**src/design/modbus_rtu_write_frame_builder_macros.svh**
```systemverilog
// Assertion shorthands shared by the frame builder.
`ifndef MODBUS_RTU_WRITE_FRAME_BUILDER_MACROS_SVH
`define MODBUS_RTU_WRITE_FRAME_BUILDER_MACROS_SVH

// The consequent must hold in the same cycle as the antecedent.
`define MBRTU_ASSERT_SAME(label, clk, rst, ante, cons) \
  label: assert property (@(posedge clk) disable iff (rst) (ante) |-> (cons)) \
    else $error("frame builder check failed");

// The consequent must hold in the cycle after the antecedent.
`define MBRTU_ASSERT_NEXT(label, clk, rst, ante, cons) \
  label: assert property (@(posedge clk) disable iff (rst) (ante) |=> (cons)) \
    else $error("frame builder check failed");

`endif

```
**src/design/mbrtu_pkg.sv**
```systemverilog
`timescale 1ns / 1ps

package mbrtu_pkg;

  localparam logic [15:0] CRC_START  = 16'hFFFF;
  localparam logic [15:0] CRC_POLY   = 16'hA001;
  localparam logic [7:0]  FUNC_WRITE = 8'h06;

  // Control from the byte sequencer to the CRC unit.
  typedef struct packed {
    logic restart;  // start over from CRC_START
    logic fold;     // fold the presented byte in
  } crc_ctl_t;

  // One byte through the reflected CRC-16, eight shift steps.
  function automatic logic [15:0] crc_fold(input logic [15:0] crc, input logic [7:0] b);
    logic [15:0] c;
    c = crc ^ {8'h00, b};
    for (int k = 0; k < 8; k++) begin
      if (c[0]) begin
        c = (c >> 1) ^ CRC_POLY;
      end else begin
        c = c >> 1;
      end
    end
    return c;
  endfunction

endpackage

```
**src/design/mbrtu_ifs.sv**
```systemverilog
`timescale 1ns / 1ps

interface mbrtu_in_if;
  logic       valid;
  logic       ready;
  logic [7:0] payload_byte;
  logic       last_payload;
  modport source(output valid, payload_byte, last_payload, input ready);
  modport sink(input valid, payload_byte, last_payload, output ready);
endinterface

interface mbrtu_out_if;
  logic       valid;
  logic       ready;
  logic [7:0] out_byte;
  logic       last_of_run;
  logic       end_of_frame;
  modport source(output valid, out_byte, last_of_run, end_of_frame, input ready);
  modport sink(input valid, out_byte, last_of_run, end_of_frame, output ready);
endinterface

interface mbrtu_cfg_if;
  logic       valid;
  logic       ready;
  logic [7:0] device_address;
  modport source(output valid, device_address, input ready);
  modport sink(input valid, device_address, output ready);
endinterface

```
**src/design/modbus_rtu_write_frame_builder.sv**
```systemverilog
`timescale 1ns / 1ps
// The first byte of an item passes the holding register and then the output register.
// Throughput: one output byte per cycle while the receiver is ready, set by the single output
// register. An item yields one byte (middle), three (first or last) or five (one-item frame).
// A new item is taken in the cycle its predecessor emits its final byte.
// Reset (synchronous, active high): address 1, CRC 0xFFFF, waiting for the start of a frame.

module modbus_rtu_write_frame_builder (
  input logic         clk,
  input logic         rst,
  mbrtu_in_if.sink    payload,
  mbrtu_out_if.source frame,
  mbrtu_cfg_if.sink   cfg
);
  import mbrtu_pkg::*;

  `include "modbus_rtu_write_frame_builder_macros.svh"

  // Which byte of the frame the held item emits next. Idling in PH_PAY means a
  // frame is open (address and function already sent); idling in PH_ADDR means
  // the next item starts a new frame.
  localparam logic [2:0] PH_ADDR = 3'd0;
  localparam logic [2:0] PH_FUNC = 3'd1;
  localparam logic [2:0] PH_PAY  = 3'd2;
  localparam logic [2:0] PH_CRCL = 3'd3;
  localparam logic [2:0] PH_CRCH = 3'd4;

  logic [7:0]  device_address;
  logic        hold_valid;
  logic [7:0]  hold_byte;
  logic        hold_last;
  logic [2:0]  phase;
  logic [2:0]  phase_next;
  logic        out_valid;
  logic [7:0]  out_byte;
  logic        out_last;
  logic        out_eof;
  logic        out_load;
  logic        emit;
  logic        item_done;
  logic        accept;
  logic [7:0]  byte_sel;
  logic [15:0] crc;
  crc_ctl_t    crc_ctl;

  // The configuration register is always writable. Writes must arrive only while the block
  // is idle, which the block does not enforce; the address is read only when a frame starts,
  // so a write between two items of an open frame takes effect with the next frame.
  assign cfg.ready = 1'b1;

  always_ff @(posedge clk) begin
    if (rst) begin
      device_address <= 8'd1;
    end else if (cfg.valid) begin
      device_address <= cfg.device_address;
    end
  end

  // The output register takes a new byte when it is empty or being drained.
  assign out_load  = !out_valid || frame.ready;
  assign emit      = hold_valid && out_load;
  // The held item is finished on its final byte: the payload byte of a middle
  // item, or the CRC high byte of a closing item.
  assign item_done = emit && ((phase == PH_PAY && !hold_last) || phase == PH_CRCH);

  // The holding register refills in the same cycle it empties, so items stream
  // back to back when each yields a single byte.
  assign payload.ready = !hold_valid || item_done;
  assign accept        = payload.valid && payload.ready;

  always_ff @(posedge clk) begin
    if (rst) begin
      hold_valid <= 1'b0;
    end else if (accept) begin
      hold_valid <= 1'b1;
    end else if (item_done) begin
      hold_valid <= 1'b0;
    end
  end

  always_ff @(posedge clk) begin
    if (accept) begin
      hold_byte <= payload.payload_byte;
      hold_last <= payload.last_payload;
    end
  end

  always_comb begin
    case (phase)
      PH_ADDR: begin
        phase_next = PH_FUNC;
        byte_sel   = device_address;
      end
      PH_FUNC: begin
        phase_next = PH_PAY;
        byte_sel   = FUNC_WRITE;
      end
      PH_PAY: begin
        phase_next = hold_last ? PH_CRCL : PH_PAY;
        byte_sel   = hold_byte;
      end
      PH_CRCL: begin
        phase_next = PH_CRCH;
        byte_sel   = crc[7:0];
      end
      PH_CRCH: begin
        phase_next = PH_ADDR;
        byte_sel   = crc[15:8];
      end
      default: begin
        phase_next = PH_ADDR;
        byte_sel   = 8'h00;
      end
    endcase
  end

  always_ff @(posedge clk) begin
    if (rst) begin
      phase <= PH_ADDR;
    end else if (emit) begin
      phase <= phase_next;
    end
  end

  // Address, function and payload bytes are folded as they leave; the CRC bytes
  // are not. The address fold starts from the initial value, and the CRC high
  // byte resets the register for the next frame.
  assign crc_ctl.restart = emit && (phase == PH_ADDR || phase == PH_CRCH);
  assign crc_ctl.fold    = emit && (phase == PH_ADDR || phase == PH_FUNC || phase == PH_PAY);

  mbrtu_crc16 u_crc (
    .clk  (clk),
    .rst  (rst),
    .ctl  (crc_ctl),
    .data (byte_sel),
    .crc  (crc)
  );

  always_ff @(posedge clk) begin
    if (rst) begin
      out_valid <= 1'b0;
    end else if (out_load) begin
      out_valid <= emit;
    end
  end

  always_ff @(posedge clk) begin
    if (emit) begin
      out_byte <= byte_sel;
      out_last <= (phase == PH_PAY && !hold_last) || phase == PH_CRCH;
      out_eof  <= phase == PH_CRCH;
    end
  end

  assign frame.valid        = out_valid;
  assign frame.out_byte     = out_byte;
  assign frame.last_of_run  = out_last;
  assign frame.end_of_frame = out_eof;

  // The closing CRC byte always ends the run of its item.
  `MBRTU_ASSERT_SAME(a_eof_ends_run, clk, rst, frame.valid && frame.end_of_frame, frame.last_of_run)
  // A frame always restarts at the address once the CRC high byte has gone out.
  `MBRTU_ASSERT_NEXT(a_restart_after_crc, clk, rst, emit && phase == PH_CRCH, phase == PH_ADDR)
  // The byte after the address is always the write function code.
  `MBRTU_ASSERT_NEXT(a_func_code, clk, rst, emit && phase == PH_FUNC, frame.out_byte == FUNC_WRITE)
  // An accepted item is always held for the sequencer.
  `MBRTU_ASSERT_NEXT(a_accept_holds, clk, rst, accept, hold_valid)

endmodule

```
**src/design/mbrtu_crc16.sv**
```systemverilog
`timescale 1ns / 1ps

module mbrtu_crc16 (
  input  logic                clk,
  input  logic                rst,
  input  mbrtu_pkg::crc_ctl_t ctl,
  input  logic [7:0]          data,
  output logic [15:0]         crc
);
  import mbrtu_pkg::*;

  logic [15:0] fold_base;

  assign fold_base = ctl.restart ? CRC_START : crc;

  always_ff @(posedge clk) begin
    if (rst) begin
      crc <= CRC_START;
    end else if (ctl.fold) begin
      crc <= crc_fold(fold_base, data);
    end else if (ctl.restart) begin
      crc <= CRC_START;
    end
  end

endmodule

```
**src/flat_wrapper.sv**
```systemverilog
// flat-port wrapper written by rule: the top's interface ports become plain ports
module modbus_rtu_write_frame_builder_flat import mbrtu_pkg::*;
  (clk, rst, payload_valid, payload_payload_byte, payload_last_payload, payload_ready, frame_valid, frame_out_byte, frame_last_of_run, frame_end_of_frame, frame_ready, cfg_valid, cfg_device_address, cfg_ready);
  mbrtu_in_if payload_i ();
  mbrtu_out_if frame_i ();
  mbrtu_cfg_if cfg_i ();
  input logic clk;
  input logic rst;
  input wire logic [$bits(payload_i.valid)-1:0] payload_valid;
  input wire logic [$bits(payload_i.payload_byte)-1:0] payload_payload_byte;
  input wire logic [$bits(payload_i.last_payload)-1:0] payload_last_payload;
  output wire logic [$bits(payload_i.ready)-1:0] payload_ready;
  output wire logic [$bits(frame_i.valid)-1:0] frame_valid;
  output wire logic [$bits(frame_i.out_byte)-1:0] frame_out_byte;
  output wire logic [$bits(frame_i.last_of_run)-1:0] frame_last_of_run;
  output wire logic [$bits(frame_i.end_of_frame)-1:0] frame_end_of_frame;
  input wire logic [$bits(frame_i.ready)-1:0] frame_ready;
  input wire logic [$bits(cfg_i.valid)-1:0] cfg_valid;
  input wire logic [$bits(cfg_i.device_address)-1:0] cfg_device_address;
  output wire logic [$bits(cfg_i.ready)-1:0] cfg_ready;
  assign payload_i.valid = payload_valid;
  assign payload_i.payload_byte = payload_payload_byte;
  assign payload_i.last_payload = payload_last_payload;
  assign payload_ready = payload_i.ready;
  assign frame_valid = frame_i.valid;
  assign frame_out_byte = frame_i.out_byte;
  assign frame_last_of_run = frame_i.last_of_run;
  assign frame_end_of_frame = frame_i.end_of_frame;
  assign frame_i.ready = frame_ready;
  assign cfg_i.valid = cfg_valid;
  assign cfg_i.device_address = cfg_device_address;
  assign cfg_ready = cfg_i.ready;
  modbus_rtu_write_frame_builder u_core (.clk(clk), .rst(rst), .payload(payload_i), .frame(frame_i), .cfg(cfg_i));
endmodule
```
**config.mk**
```make
export PLATFORM = sky130hd
export DESIGN_NAME = modbus_rtu_write_frame_builder_flat
export DESIGN_NICKNAME = d
export VERILOG_FILES = /design/src/design/mbrtu_pkg.sv /design/src/design/mbrtu_ifs.sv /design/src/design/modbus_rtu_write_frame_builder.sv /design/src/design/mbrtu_crc16.sv /design/src/flat_wrapper.sv
export VERILOG_INCLUDE_DIRS = /design/src /design/src/design
export SDC_FILE = /design/constraint.sdc
export NUM_CORES = 1
export LEC_CHECK = 0
export BUFFER_PORTS_ARGS = -buffer_cell sky130_fd_sc_hd__buf_2
export CORE_MARGIN = 5
export CORE_UTILIZATION = 45
export DETAILED_ROUTE_END_ITERATION = 10
export GPL_ROUTABILITY_DRIVEN = 0
export GPL_TIMING_DRIVEN = 0
export PLACE_DENSITY = 0.66
export SETUP_SLACK_MARGIN = 0.2
export SLEW_MARGIN = 40
export SYNTH_ARGS = -nofsm -noshare
export SYNTH_HDL_FRONTEND = slang
export SYNTH_SLANG_ARGS = --single-unit
```
**constraint.sdc**
```tcl
create_clock -name clk -period 3.1 [get_ports clk]
set_input_delay 0.155 -clock clk [delete_from_list [all_inputs] [get_ports clk]]
set_output_delay 0.155 -clock clk [all_outputs]
set_load 0.005 [all_outputs]
```
==> qor.yml, run 1 <==
status: "complete, no violations"
design_area_um2: 2940
async_flop_share_pct: 0
viasPerCell: 5.30
layout_common_cells: "35 x buf_2, 33 x nor2_1, 30 x nand2_1"
postCtsSetupBuffers: 0
fin_worst_skew_ps: 8.59
rows: 27
crit_slowest_cell: "dfxtp_1"
synth_nets: 289
drc: 0
maxSlewHeadroom_pct: 61.5
die_x_um: 85.2
hold_ws_ps: 20.3
synth-seq-cells: 48
grt_pass1_vias: 1878
cts_root_buffer: "clkbuf_8"
hold_viol: 0
rsz0062_at_grt: "no"
drive_above_1_share_pct: 21.9
setup_viol: 0
finalCritPeriodShare_pct: 89.1
grt-ovfl-total: 0
vias: 2004
ys_warn_count: 0
final.setup.tns_ps: 0
grt_antenna_before_repair: 0
critPathRequiredTime_ps: 3330
dieArea_um2: 7260
place_ws_ps: 240
worst-slew-pin-transition_ps: 576
finalWorstSetupSlack_ps: 338
hpwl_mm: 4.26
min_path_cells: 1
clk_pin_slew_ps: 90
htree_levels: 2
grt_usage_pct: 17.1
routedWlPerCell_um: 15.6
dp_cells: 371
grt_pass1_wl_mm: 9.56
cp-end-kind: "register"
first_pass_iters: 4
worstHoldPathType: "input pin to register"
drv_slew: 0
ys_types: 55
port_buffers: 32
avgSynthCellArea_um2: 9.53
clkSinkCount: 48
ir_drop_mv: 0.273
drt_iter0_drc: 180
pin_count: 35
cap_violations: 0
max_freq_mhz: 362
place_area_um2: 2790
clock_insertion_delay_worst_skew_ps: 300
netlist_area_um2: 2540
coreArea_um2: 5510
fp.dieH_um: 85.2
path_cells: "and2b_4 > a22oi_1 > o32a_2 > xnor2_1 > o32a_1 > o311a_1 > xnor3_2 > xor2_1 > a32oi_1"
critPathLaunchType: "register"
rr_worst_depth: 9
areaGrowthSynthToFinish_pct: 15.4
totalPowerFinal_mw: 1.87
nFillCells: 525
grt_max_degree: 15
max_stage_delay_ps: 520
clock_path_buffers: 2
initial_core_util_pct: 46.2
arrival_ps: 2990
drt-total-wl_mm: 5.90
cts_inserted_buffers: 5
layout.cells.most_common: "buf_2"
power_per_cell_area_nw_per_um2: 637
p_leak_nw: 1.22
path_class: "register to register"
ys.flop_type: "dfxtp_1"
antenna_cells: 0
min_period_ps: 2760
synthCells: 267
synth_edf_count: 19
layout.nets: 328
path_max_fanout: 6
ant_nets: 0
ys_seq_area_share_pct: 45.3
fin_util_pct: 53.3
tritoncts: "done"
final_cells: 378
-- state kept, by name, indices dropped and copies added (netlist names) --
name and flops:
u_core.device_address 8, u_core.frame.end_of_frame 1, u_core.frame.last_of_run 1, u_core.frame.out_byte 8, u_core.frame.valid 1, u_core.hold_byte 8, u_core.hold_last 1, u_core.hold_valid 1
u_core.phase 3, u_core.u_crc.crc 16
-- Yosys cell counts (2+ instances only) --
cell       n  area share, %
a211oi_2   3            1.5
a211oi_4   2            1.6
a21o_1     4            1.2
a21oi_1   12            2.4
a221oi_1   2           0.69
and2_1     2           0.49
buf_1      2           0.30
buf_2      3           0.59
buf_6      4            1.8
clkbuf_1   7            1.0
dfxtp_1   29             23
edfxtp_1  19             22
inv_1      6           0.89
mux2_1     2           0.89
mux2_2     3            1.3
mux2i_1   11            4.3
nand2_1   30            4.4
nand2b_1   5            1.2
nand3_1    6            1.2
nand3b_1   2           0.59
nor2_1    34            5.0
nor2b_1    7            1.7
nor3_1     9            1.8
o21ai_0    7            1.4
o21ai_1    2           0.39
o21bai_1   4            1.2
o22ai_1    6            1.5
or2_2      2           0.49
xnor2_1   11            3.8
xor2_1     6            2.1
-- critical path, delay by kind of cell, from the launching register on --
| family | cells | cell delay [ps] |
|---|---|---|
| AO/OA/AOI/OAI | 5 | 1160 |
| XOR/XNOR | 3 | 760 |
| flip-flops | 1 | 520 |
| AND/OR/NAND/NOR | 1 | 240 |
-- worst paths after layout --
kind / startpoint / to / slack, ps
setup / recovery: u_core.phase[2] / u_core.u_crc.crc[0] / 340
hold / removal: payload_payload_byte[1] / u_core.hold_byte[1] / 20
setup reg to reg: u_core.phase[2] / u_core.u_crc.crc[0] / 340
hold reg to reg: u_core.device_address[6] / u_core.device_address[6] / 500
-- cell families (layout without fill, tap and decap cells) --
| family | after synthesis | in the layout | share of synthesized area [%] |
|---|---|---|---|
| DFF | 48 | 48 | 45.3 |
| AOI/OAI and AO/OA | 58 | 58 | 17.4 |
| and+or+nand+nor | 103 | 103 | 19.0 |
| muxes | 16 | 16 | 6.54 |
| buffers and inverters | 23 | 62 | 4.87 |
| xor gates and xnor gates | 18 | 18 | 6.79 |
| other | 1 | 1 | 0.147 |
-- cell type report --
class                   count  area (µm²)  share of cell area, %
clock inverters             2        60.1                   2.05
repair buffers             32         160                   5.46
flip-flops and latches     48        1150                   39.2
multi-input cells         196        1280                   43.6
plain buffers              17         101                   3.45
inverters                   6        22.5                  0.767
well taps                  72        90.1                   3.07
clock buffers               5        68.8                   2.34
-- power breakdown --
group | leakage (nW) | switching, mW | internal, mW
Sequential | 0.422 | 0.0431 | 0.727
Clock | 0.0642 | 0.208 | 0.317
Combinational | 0.735 | 0.303 | 0.270
Total | 1.22 | 0.554 | 1.31
-- repair_timing --
action	in CTS	in global routing
hold buffers	0	0
resized for setup	0	3
endpoints found under the setup margin	0	3
-- metal layers --
| layer | global-route usage [%] | part of all wire, % |
|---|---|---|
| met1 | 22.9 | 45 |
| met2 | 27.1 | 47 |
| met3 | 3.69 | 5.6 |
| met4 | 6.19 | 2.0 |
| met5 | 0 | 0 |
(Power assumes the default switching activity.)
==> run 2: changes to the inputs <==
--- a/config.mk
+++ b/config.mk
@@ -8,11 +8,11 @@
 export LEC_CHECK = 0
 export BUFFER_PORTS_ARGS = -buffer_cell sky130_fd_sc_hd__buf_2
 export CORE_MARGIN = 5
-export CORE_UTILIZATION = 45
+export CORE_UTILIZATION = 57
 export DETAILED_ROUTE_END_ITERATION = 10
 export GPL_ROUTABILITY_DRIVEN = 0
 export GPL_TIMING_DRIVEN = 0
-export PLACE_DENSITY = 0.66
+export PLACE_DENSITY = 0.8
 export SETUP_SLACK_MARGIN = 0.2
 export SLEW_MARGIN = 40
 export SYNTH_ARGS = -nofsm -noshare
==> qor.yml, run 2 (synthesis gave the netlist of run 1 again) <==
status: "complete, no violations"
maxSlewHeadroom_pct: 60.6
timing.rr.start: "u_core.phase[1]"
min_period_ps: 2750
drive_above_1_share_pct: 22.5
port_buffers: 32
hold_ws_ps: 15.0
p_leak_nw: 1.21
routedWlPerCell_um: 15.9
grt_usage_pct: 20.2
grt_max_degree: 16
hpwl_mm: 4.13
initial_core_util_pct: 58.4
drc: 0
top_register: "u_core.u_crc.crc"
grt_use_met2_pct: 33.6
grt.met1_usage_pct: 25.9
fin_worst_skew_ps: 10.4
clk_pin_slew_ps: 90
postCtsSetupBuffers: 0
grt_pass1_wl_mm: 9.55
rows: 24
grt_pass1_vias: 1988
grt_use_met3_pct: 3.86
max_freq_mhz: 363
path_class: "register to register"
viasPerCell: 5.70
dieArea_um2: 5900
r2r_slack_ps: 350
grt-ovfl-total: 0
htree_levels: 2
max_stage_delay_ps: 430
fp.dieH_um: 76.8
cts_root_buffer: "clkbuf_8"
coreArea_um2: 4350
hold_viol: 0
antenna_cells: 0
grt_antenna_before_repair: 0
layout.cells.most_common: "buf_2"
dp_cells: 351
ant_nets: 0
die_x_um: 76.8
min_path_cells: 1
critPathRequiredTime_ps: 3330
pin_count: 35
setup_viol: 0
nFillCells: 343
crit_family: "compound AO/OA/AOI/OAI gates"
top_usage_layer: "met2"
arrival_ps: 2990
min_to: "u_core.hold_byte[1]"
fin_util_pct: 66.5
drv_slew: 0
largest_reg_flops: 16
crit_buf_inv: 1
power_per_cell_area_nw_per_um2: 623
ir_drop_mv: 0.325
path_cells: "buf_6 > nor2b_2 > a22oi_1 > o32a_2 > xnor2_1 > o32a_1 > o311a_1 > xnor3_2 > xor2_1 > a32oi_1"
worst-slew-pin-transition_ps: 591
cp-end-kind: "register"
crit_slowest_cell: "xnor3_2"
layout_common_cells: "35 x buf_2, 33 x nor2_1, 30 x nand2_1"
areaGrowthSynthToFinish_pct: 13.8
rr_worst_depth: 10
final_cells: 359
hold_start: "payload_payload_byte[1]"
path_max_fanout: 10
clkSinkCount: 48
layout.nets: 328
cts_inserted_buffers: 5
drt_iter0_drc: 158
critPathLaunchType: "register"
rr_endpoint: "u_core.u_crc.crc[0]"
clock_path_buffers: 2
drt-total-wl_mm: 5.69
vias: 2045
rsz0062_at_grt: "no"
first_pass_iters: 5
cap_violations: 0
clock_insertion_delay_worst_skew_ps: 310
finalCritPeriodShare_pct: 88.9
worstHoldPathType: "input pin to register"
final.setup.tns_ps: 0
tritoncts: "done"
==> run 2: cell types whose count changed in the layout (fill, tap and decap cells not counted), sizes merged <==
cell / previous run / this run
clkinvlp: 0 / 1
bufinv: 2 / 1
clkinv: 0 / 1
==> run 2: worst max path at each step <==
stage / to / depth (start not counted) / slack [ps] / from
global placement: u_core.u_crc.crc[0] / 10 / 360 / u_core.phase[1]
CTS: u_core.u_crc.crc[0] / 9 / 240 / u_core.phase[0]
floorplan: u_core.u_crc.crc[0] / 10 / 600 / u_core.phase[1]
detailed placement: u_core.u_crc.crc[0] / 9 / 270 / u_core.phase[0]
global route: u_core.u_crc.crc[0] / 10 / 210 / u_core.phase[1]
finish: u_core.u_crc.crc[0] / 10 / 350 / u_core.phase[1]
==> run 2: metrics by stage <==
step	power (mW)	worst slack [ps]	instance area (µm²)
floorplan	1.22	595	2540
global placement	1.32	360	2770
detailed placement	1.35	274	2770
CTS	1.80	237	2880
global route	1.90	207	2890
finish	1.80	345	2890
==> run 2: per-layer routing <==
metal | up-vias | share of wire [%] | routed length [µm]
met2 | 57 | 49 | 2790
li1 | 1016 | - | -
met3 | 6 | 5.8 | 330
met4 | 0 | 1.4 | 80
met1 | 966 | 44 | 2490
met5 | - | 0 | 0
==> run 2: worst reg2reg max path, stage by stage (launching register included) <==
cell,delay (ps)
dfxtp_1,390
buf_6,170
nor2b_2,180
a22oi_1,80
o32a_2,260
xnor2_1,170
o32a_1,310
o311a_1,360
xnor3_2,430
xor2_1,170
a32oi_1,140
==> run 2: what timing repair did <==
item,in CTS,in global routing
hold buffers,0,0
resized for setup,0,4
setup endpoints to repair,0,2
hold endpoints to repair,0,0
==> run 2: where the power goes <==
group          total, mW  switching [mW]  internal, mW
Combinational      0.577           0.308         0.269
Clock              0.453           0.214         0.239
Sequential         0.773          0.0454         0.727
==> run 2: cell type report <==
class	count	area [µm²]	area share, %
Multi-Input combinational cell	196	1280	44.3
Sequential cell	48	1150	39.8
Timing Repair Buffer	32	160	5.53
Buffer	17	101	3.50
Clock buffer	5	68.8	2.38
Tap cell	52	65.1	2.25
Clock inverter	3	42.5	1.47
Inverter	6	22.5	0.778
